## src/hw/rtl/dqta_pkg.sv

```systemverilog
// Package with the shared types, constants and helper functions of the time adjuster.
`timescale 1ns / 1ps
`default_nettype none

package dqta_pkg;

    // Width of the per-channel wrapping step count.
    localparam int COUNT_BITS = 8;

    // Detent phase at which an accumulated count is turned into an adjustment.
    localparam logic [1:0] DETENT_PHASE = 2'd3;

    // A count in UP_LOW .. UP_LIMIT-1 adds one; a count above DOWN_ABOVE subtracts one.
    localparam int UP_LOW     = 1;
    localparam int UP_LIMIT   = 100;
    localparam int DOWN_ABOVE = 'h90;

    // Minute and hour bounds.
    localparam logic signed [6:0] MINUTE_WRAP = 7'sd60;
    localparam logic signed [6:0] MINUTE_MAX  = 7'sd59;
    localparam logic signed [6:0] HOUR_WRAP   = 7'sd24;
    localparam logic [4:0]        HOUR_MAX    = 5'd23;

    // Adjustment that one channel asks for at a detent.
    typedef enum logic [1:0] {
        ADJ_NONE = 2'd0,
        ADJ_UP   = 2'd1,
        ADJ_DOWN = 2'd2
    } adj_t;

    // One input sample: both encoder phases and the current time.
    typedef struct packed {
        logic [1:0] minute_phase;
        logic [1:0] hour_phase;
        logic [5:0] minute_in;
        logic [4:0] hour_in;
    } sample_t;

    // One result: the adjusted time.
    typedef struct packed {
        logic [5:0] minute_out;
        logic [4:0] hour_out;
    } result_t;

    // Clockwise successor of each Gray phase: 3->2, 2->0, 0->1, 1->3.
    function automatic logic [1:0] cw_next(input logic [1:0] phase);
        logic [1:0] nxt;
        case (phase)
            2'd0:    nxt = 2'd1;
            2'd1:    nxt = 2'd3;
            2'd2:    nxt = 2'd0;
            default: nxt = 2'd2;
        endcase
        return nxt;
    endfunction

    // Signed step that an adjustment applies to a value.
    function automatic logic signed [6:0] adj_value(input adj_t adj);
        logic signed [6:0] v;
        case (adj)
            ADJ_UP:   v = 7'sd1;
            ADJ_DOWN: v = -7'sd1;
            default:  v = 7'sd0;
        endcase
        return v;
    endfunction

    // Daily wrap of an hour that may have stepped one past either end.
    function automatic logic [4:0] wrap_hour(input logic signed [6:0] hour);
        logic [4:0] h;
        if (hour == HOUR_WRAP) begin
            h = 5'd0;
        end else if (hour > HOUR_WRAP || hour < 7'sd0) begin
            h = HOUR_MAX;
        end else begin
            h = hour[4:0];
        end
        return h;
    endfunction

endpackage

`default_nettype wire

```

## src/hw/rtl/dqta_lane.sv

```systemverilog
// One encoder lane: tracks the last phase and step count and reports detent adjustments.
`timescale 1ns / 1ps
`default_nettype none

module dqta_lane #(
    parameter int COUNT_BITS = dqta_pkg::COUNT_BITS
) (
    input  wire logic         clk,
    input  wire logic         rst_n,
    input  wire logic         advance,
    input  wire logic [1:0]   phase,
    output dqta_pkg::adj_t    adj
);

    localparam logic [COUNT_BITS-1:0] CNT_ONE   = COUNT_BITS'(1);
    localparam logic [COUNT_BITS-1:0] CNT_LOW   = COUNT_BITS'(dqta_pkg::UP_LOW);
    localparam logic [COUNT_BITS-1:0] CNT_LIMIT = COUNT_BITS'(dqta_pkg::UP_LIMIT);
    localparam logic [COUNT_BITS-1:0] CNT_DOWN  = COUNT_BITS'(dqta_pkg::DOWN_ABOVE);

    logic [1:0]            last_phase_reg;
    logic [1:0]            last_phase_next;
    logic [COUNT_BITS-1:0] count_reg;
    logic [COUNT_BITS-1:0] count_next;
    logic [COUNT_BITS-1:0] count_sum;

    always_comb
    begin
        // A clockwise step counts up, a counter-clockwise one counts down (wrapping).
        if (dqta_pkg::cw_next(last_phase_reg) == phase) begin
            count_sum = count_reg + CNT_ONE;
        end else if (dqta_pkg::cw_next(phase) == last_phase_reg) begin
            count_sum = count_reg - CNT_ONE;
        end else begin
            count_sum = count_reg;
        end

        adj        = dqta_pkg::ADJ_NONE;
        count_next = count_sum;
        if (phase == dqta_pkg::DETENT_PHASE) begin
            if (count_sum >= CNT_LOW && count_sum < CNT_LIMIT) begin
                adj = dqta_pkg::ADJ_UP;
            end else if (count_sum > CNT_DOWN) begin
                adj = dqta_pkg::ADJ_DOWN;
            end
            count_next = '0;
        end
        last_phase_next = phase;
    end

    always_ff @(posedge clk or negedge rst_n)
    begin
        if (!rst_n) begin
            last_phase_reg <= '0;
            count_reg      <= '0;
        end else if (advance) begin
            last_phase_reg <= last_phase_next;
            count_reg      <= count_next;
        end
    end

endmodule

`default_nettype wire

```

## src/hw/rtl/dqta_merge.sv

```systemverilog
// Merge stage: applies both lane adjustments with minute roll over and daily hour wrap.
`timescale 1ns / 1ps
`default_nettype none

module dqta_merge (
    input  wire logic [5:0]      minute_in,
    input  wire logic [4:0]      hour_in,
    input  dqta_pkg::adj_t       minute_adj,
    input  dqta_pkg::adj_t       hour_adj,
    output dqta_pkg::result_t    result
);

    logic signed [6:0] minute_sum;
    logic signed [6:0] minute_fix;
    logic signed [6:0] hour_carry;
    logic [4:0]        hour_first;
    logic signed [6:0] hour_sum;

    always_comb
    begin
        // The minute channel goes first and may carry or borrow into the hour.
        minute_sum = $signed({1'b0, minute_in}) + dqta_pkg::adj_value(minute_adj);
        if (minute_sum == dqta_pkg::MINUTE_WRAP) begin
            minute_fix = 7'sd0;
            hour_carry = $signed({2'b00, hour_in}) + 7'sd1;
        end else if (minute_sum > dqta_pkg::MINUTE_WRAP || minute_sum < 7'sd0) begin
            minute_fix = dqta_pkg::MINUTE_MAX;
            hour_carry = $signed({2'b00, hour_in}) - 7'sd1;
        end else begin
            minute_fix = minute_sum;
            hour_carry = $signed({2'b00, hour_in});
        end
        hour_first = dqta_pkg::wrap_hour(hour_carry);

        // The minute is already in range here, so only the hour moves.
        hour_sum = $signed({2'b00, hour_first}) + dqta_pkg::adj_value(hour_adj);

        result.minute_out = minute_fix[5:0];
        result.hour_out   = dqta_pkg::wrap_hour(hour_sum);
    end

endmodule

`default_nettype wire

```

## src/hw/rtl/dual_quadrature_time_adjuster_unit.sv

```systemverilog
// Top level of the dual quadrature time adjuster: two encoder lanes, merge and output register.
`timescale 1ns / 1ps
`default_nettype none

// Each sample transfer carries the phases of a minute and an hour quadrature encoder together
// with the current minute and hour, and produces exactly one result transfer with the adjusted
// time. Each encoder keeps its own wrapping step count that rises on clockwise Gray steps and
// falls on counter-clockwise ones; when its phase reaches the detent value 3 a small positive
// count adds one to the value, a count above 0x90 subtracts one, and the count clears. The
// minute is handled first and carries or borrows into the hour, and the hour wraps within a
// 24-hour day. Out-of-range inputs are folded back the same way even without a step. The block
// takes one sample every cycle while the consumer keeps up: both lanes and the merge logic are
// combinational, and the result appears in the output register in the cycle after its sample
// transfer. A new sample is taken whenever that register is empty or is being emptied in the
// same cycle.

module dual_quadrature_time_adjuster_unit #(
    parameter int COUNT_BITS = dqta_pkg::COUNT_BITS
) (
    input  wire logic          clk,
    input  wire logic          rst_n,
    input  wire logic          sample_valid,
    output logic               sample_ready,
    input  dqta_pkg::sample_t  sample,
    output logic               result_valid,
    input  wire logic          result_ready,
    output dqta_pkg::result_t  result
);

    logic               accept;
    dqta_pkg::adj_t     minute_adj;
    dqta_pkg::adj_t     hour_adj;
    dqta_pkg::result_t  merged;

    logic               result_valid_reg;
    logic               result_valid_next;
    dqta_pkg::result_t  result_reg;

    // The output register frees up in the same cycle that its result is taken.
    assign sample_ready = !result_valid_reg || result_ready;
    assign accept       = sample_valid && sample_ready;

    // Minute lane: encoder state advances only on an accepted sample.
    dqta_lane #(
        .COUNT_BITS (COUNT_BITS)
    ) u_minute_lane (
        .clk     (clk),
        .rst_n   (rst_n),
        .advance (accept),
        .phase   (sample.minute_phase),
        .adj     (minute_adj)
    );

    // Hour lane.
    dqta_lane #(
        .COUNT_BITS (COUNT_BITS)
    ) u_hour_lane (
        .clk     (clk),
        .rst_n   (rst_n),
        .advance (accept),
        .phase   (sample.hour_phase),
        .adj     (hour_adj)
    );

    // Combine both adjustments into the new time.
    dqta_merge u_merge (
        .minute_in  (sample.minute_in),
        .hour_in    (sample.hour_in),
        .minute_adj (minute_adj),
        .hour_adj   (hour_adj),
        .result     (merged)
    );

    always_comb
    begin
        if (accept) begin
            result_valid_next = 1'b1;
        end else if (result_ready) begin
            result_valid_next = 1'b0;
        end else begin
            result_valid_next = result_valid_reg;
        end
    end

    always_ff @(posedge clk or negedge rst_n)
    begin
        if (!rst_n) begin
            result_valid_reg <= 1'b0;
        end else begin
            result_valid_reg <= result_valid_next;
        end
    end

    // The payload register needs no reset; it is qualified by the valid flag.
    always_ff @(posedge clk)
    begin
        if (accept) begin
            result_reg <= merged;
        end
    end

    assign result_valid = result_valid_reg;
    assign result       = result_reg;

    // Every accepted sample leaves a result waiting in the next cycle.
    a_accept_gives_result: assert property (
        @(posedge clk) disable iff (!rst_n)
        accept |=> result_valid
    ) else $error("accepted sample did not produce a result");

    // A result is loaded from the merge logic of the accepted sample.
    a_result_from_merge: assert property (
        @(posedge clk) disable iff (!rst_n)
        accept |=> result == $past(merged)
    ) else $error("result does not match the merged value of its sample");

    // The adjusted minute always lies within an hour.
    a_minute_range: assert property (
        @(posedge clk) disable iff (!rst_n)
        result_valid |-> result.minute_out <= 6'd59
    ) else $error("minute out of range");

    // The adjusted hour always lies within a day.
    a_hour_range: assert property (
        @(posedge clk) disable iff (!rst_n)
        result_valid |-> result.hour_out <= 5'd23
    ) else $error("hour out of range");

endmodule

`default_nettype wire
```

## config.mk

```make
export PLATFORM = sky130hd
export DESIGN_NAME = dual_quadrature_time_adjuster_unit
export DESIGN_NICKNAME = d
export VERILOG_FILES = /design/src/hw/rtl/dqta_pkg.sv /design/src/hw/rtl/dqta_lane.sv /design/src/hw/rtl/dqta_merge.sv /design/src/hw/rtl/dual_quadrature_time_adjuster_unit.sv
export SDC_FILE = /design/constraint.sdc
export NUM_CORES = 1
export LEC_CHECK = 0
export ABC_AREA = 1
export BUFFER_PORTS_ARGS = -buffer_cell sky130_fd_sc_hd__buf_4
export CAP_MARGIN = 15
export CORE_ASPECT_RATIO = 0.7
export CORE_UTILIZATION = 50
export DETAILED_ROUTE_END_ITERATION = 10
export MAX_ROUTING_LAYER = met4
export PLACE_DENSITY_LB_ADDON = 0.15
export SLEW_MARGIN = 20
export SYNTH_ARGS = -nofsm -noshare
export SYNTH_HDL_FRONTEND = slang
export SYNTH_SLANG_ARGS = --single-unit
```

## constraint.sdc

```tcl
create_clock -name clk -period 6 [get_ports clk]
set_input_delay 0.9 -clock clk [delete_from_list [all_inputs] [get_ports clk]]
set_output_delay 0.9 -clock clk [all_outputs]
set_load 0.01 [all_outputs]
```

==> results.py <==
metrics = {
    "timing": {
        "setup_slack_ns": -0.0988,
        "hold_slack_ns": 0.474,
        "layout_min_cycle_time_ns": 6.10,
        "worst-slew-pin-transition_ns": 0.663,
        "rsz0062_at_grt": "yes",
        "final-hold-violation-count": 0,
        "setup_viol": 5,
        "slew_headroom_pct": 55.8,
        "max_freq_mhz": 164,
        "finalMaxSlewViolations": 0,
        "period_share_pct": 102,
        "fin_skew_ns": 0.0138,
    },
    "hold_path": {
        "min_path_type": "in2async",
    },
    "clock_tree": {
        "cts_made_buffers": 5,
        "worstSkewPairLatency_ns": 0.30,
        "clock-sinks": 32,
        "clock_path_buffers": 2,
        "clk_pin_slew_ns": 0.08,
        "cts_max_level": 2,
        "cts-root-buf": "clkbuf_8",
        "cts_tree": "done",
    },
    "cells_and_area": {
        "final_common_cell": "nand2_1",
        "fin_nets": 498,
        "antennaDiodeCount": 0,
        "area_growth_pct": 30.1,
        "largest_reg_flops": 11,
        "drive_above_1_share_pct": 29.3,
        "final_cell_mix": "86 x nand2_1, 66 x buf_4, 51 x inv_1",
        "finalNonFillerCells": 530,
    },
    "critical_path": {
        "critPathMostFrequentCell": "inv_2",
        "cp.required_ns": 6.06,
        "cp.buffers_inverters": 7,
        "cp_slowest_cell": "fa_2",
        "crit_family": "simple AND/OR/NAND/NOR gates",
        "start_kind": "primary input",
        "end_kind": "flip-flop",
        "crit_type": "in2reg",
        "slowest_delay_ns": 0.43,
        "crit_fanout": 8,
        "arrival_ns": 6.16,
    },
    "power_and_ir_drop": {
        "power_uw": 1550,
        "p_leak_uw": 0.00185,
        "ir_drop_v": 0.000222,
        "powerDensity_nw_per_um2": 422,
    },
    "floorplanning": {
        "fp.coreArea_um2": 5340,
        "die_x_um": 91.7,
        "ios": 32,
        "fp.dieH_um": 64.8,
        "dieArea_um2": 5940,
        "start_util_pct": 52.8,
        "row_count": 22,
    },
    "drt": {
        "wl_per_cell_um": 12.1,
        "firstDrtPassIters": 4,
        "num_vias": 2694,
        "drt_iter0_markers": 149,
        "drt-total-wl_um": 6410,
        "routed_via_density": 5.08,
        "antenna_left": 0,
        "drc": 0,
    },
    "synth": {
        "seq_area_frac_synth_pct": 30.4,
        "yosys_warnings": 0,
        "synth_cell_types": 36,
        "synth_edf_count": 11,
        "syn-cell-area_um2": 2820,
        "syn_inst": 386,
        "postSynthAreaPerCell_um2": 7.30,
        "synth_ff_type": "dfrtp_1",
        "async_reset_ff_share_pct": 65.6,
        "synth_nets": 427,
        "synth-seq-cells": 32,
    },
    "status": {
        "violations": "negative setup slack",
        "status": "finished with violations",
    },
    "place": {
        "portBuffers": 31,
        "dp.cells": 516,
        "routabilityCongestion": 0.883,
        "dp_hpwl_um": 4710,
    },
    "job": {
        "drv_cap": 0,
    },
    "global_route": {
        "overflow": 0,
        "grt_pass1_vias": 2493,
        "grt_pass1_wl_um": 10500,
        "antenna_found_initial": 0,
        "grt_max_degree": 22,
        "track_usage_pct": 22.5,
    },
}
path summary, 6_finish.rpt:
check	startpoint	end	slack, ns	depth (start not counted)
max	sample[14]	result[0]	-0.1	39
min	rst_n	u_minute_lane.count_reg[1]	0.47	1
max reg2reg	u_minute_lane.last_phase_reg[0]	result[0]	0.16	38
min reg2reg	u_hour_lane.last_phase_reg[1]	u_hour_lane.last_phase_reg[1]	0.51	2
max in group asynchronous	rst_n	u_minute_lane.count_reg[7]	5.28	1
min in group clk	u_hour_lane.last_phase_reg[1]	u_hour_lane.last_phase_reg[1]	0.51	2
power by group:
| group | internal, uW | switching [uW] | total [uW] |
|---|---|---|---|
| sequential | 325 | 52.0 | 377 |
| clock | 80.9 | 91.1 | 172 |
| combinational | 437 | 562 | 999 |
| total | 844 | 705 | 1550 |
per-stage QoR:
stage / setup TNS, ns / setup slack, ns / util, % / area (um2)
2_1_floorplan: 0 / 0.210 / - / 2820
3_3_place_gp: -0.552 / -0.151 / 62.8 / 3350
3_5_place_dp: -1.47 / -0.340 / 62.8 / 3350
4_1_cts: 0 / 0.0365 / 64.7 / 3460
5_1_grt: -2.07 / -0.444 / 68.7 / 3670
6_report: -0.365 / -0.0988 / 68.7 / 3670
cell usage after synthesis, types with 3 or more instances:
master     n  area share (%)
nand2_1   89              12
inv_1     56             7.5
nand3_1   38             6.7
nor2_1    22             2.9
xor2_1    22             6.8
dfrtp_1   21              19
ha_1      20             8.9
o21ai_0   13             2.3
edfxtp_1  11              12
o22ai_1   11             2.4
a21oi_1   10             1.8
nand2_2   10             2.2
nor3_1    10             1.8
nor2_2     5             1.1
xnor2_1    5             1.6
clkbuf_1   3            0.40
inv_2      3            0.40
nand3_2    3             1.1
nand4_1    3            0.67
o21ai_1    3            0.53
o21ai_2    3            0.93
or2_2      3            0.67
final cells by class:
cell class	instances	area, um2
Sequential cell	32	856
Clock buffer	5	68.8
Tap cell	72	90.1
Fill cell	479	1670
Timing Repair Buffer	67	510
Multi-Input combinational cell	290	1890
Clock inverter	3	18.8
Inverter	61	229
cells by family (layout without fill, tap and decap cells):
group	count (synthesis)	after routing	synth area share (%)
simple gates	190	190	31.2
xor+xnor	28	28	8.97
buf+inv	64	136	8.53
flops	32	32	30.4
fa+ha+maj	22	22	10.3
compound gates	50	50	10.6
per-layer routing:
metal | track usage (%) | part of all wire, % | routed length [um] | up-vias
li1 | - | - | - | 1404
met1 | 29.1 | 47 | 3040 | 1225
met2 | 37.1 | 48 | 3070 | 59
met3 | 3.99 | 3.8 | 241 | 6
met4 | 5.47 | 0.83 | 53 | 0
met5 | - | 0 | 0 | -
timing repair:
item	in CTS	in global routing
gates cloned	0	0
buffers inserted	0	6
resized for setup	3	36
hold buffers	0	0
pin swaps	0	25
setup endpoints to repair	3	5
hold endpoints to repair	0	0
No activity file was read; power rests on OpenSTA's default activity.
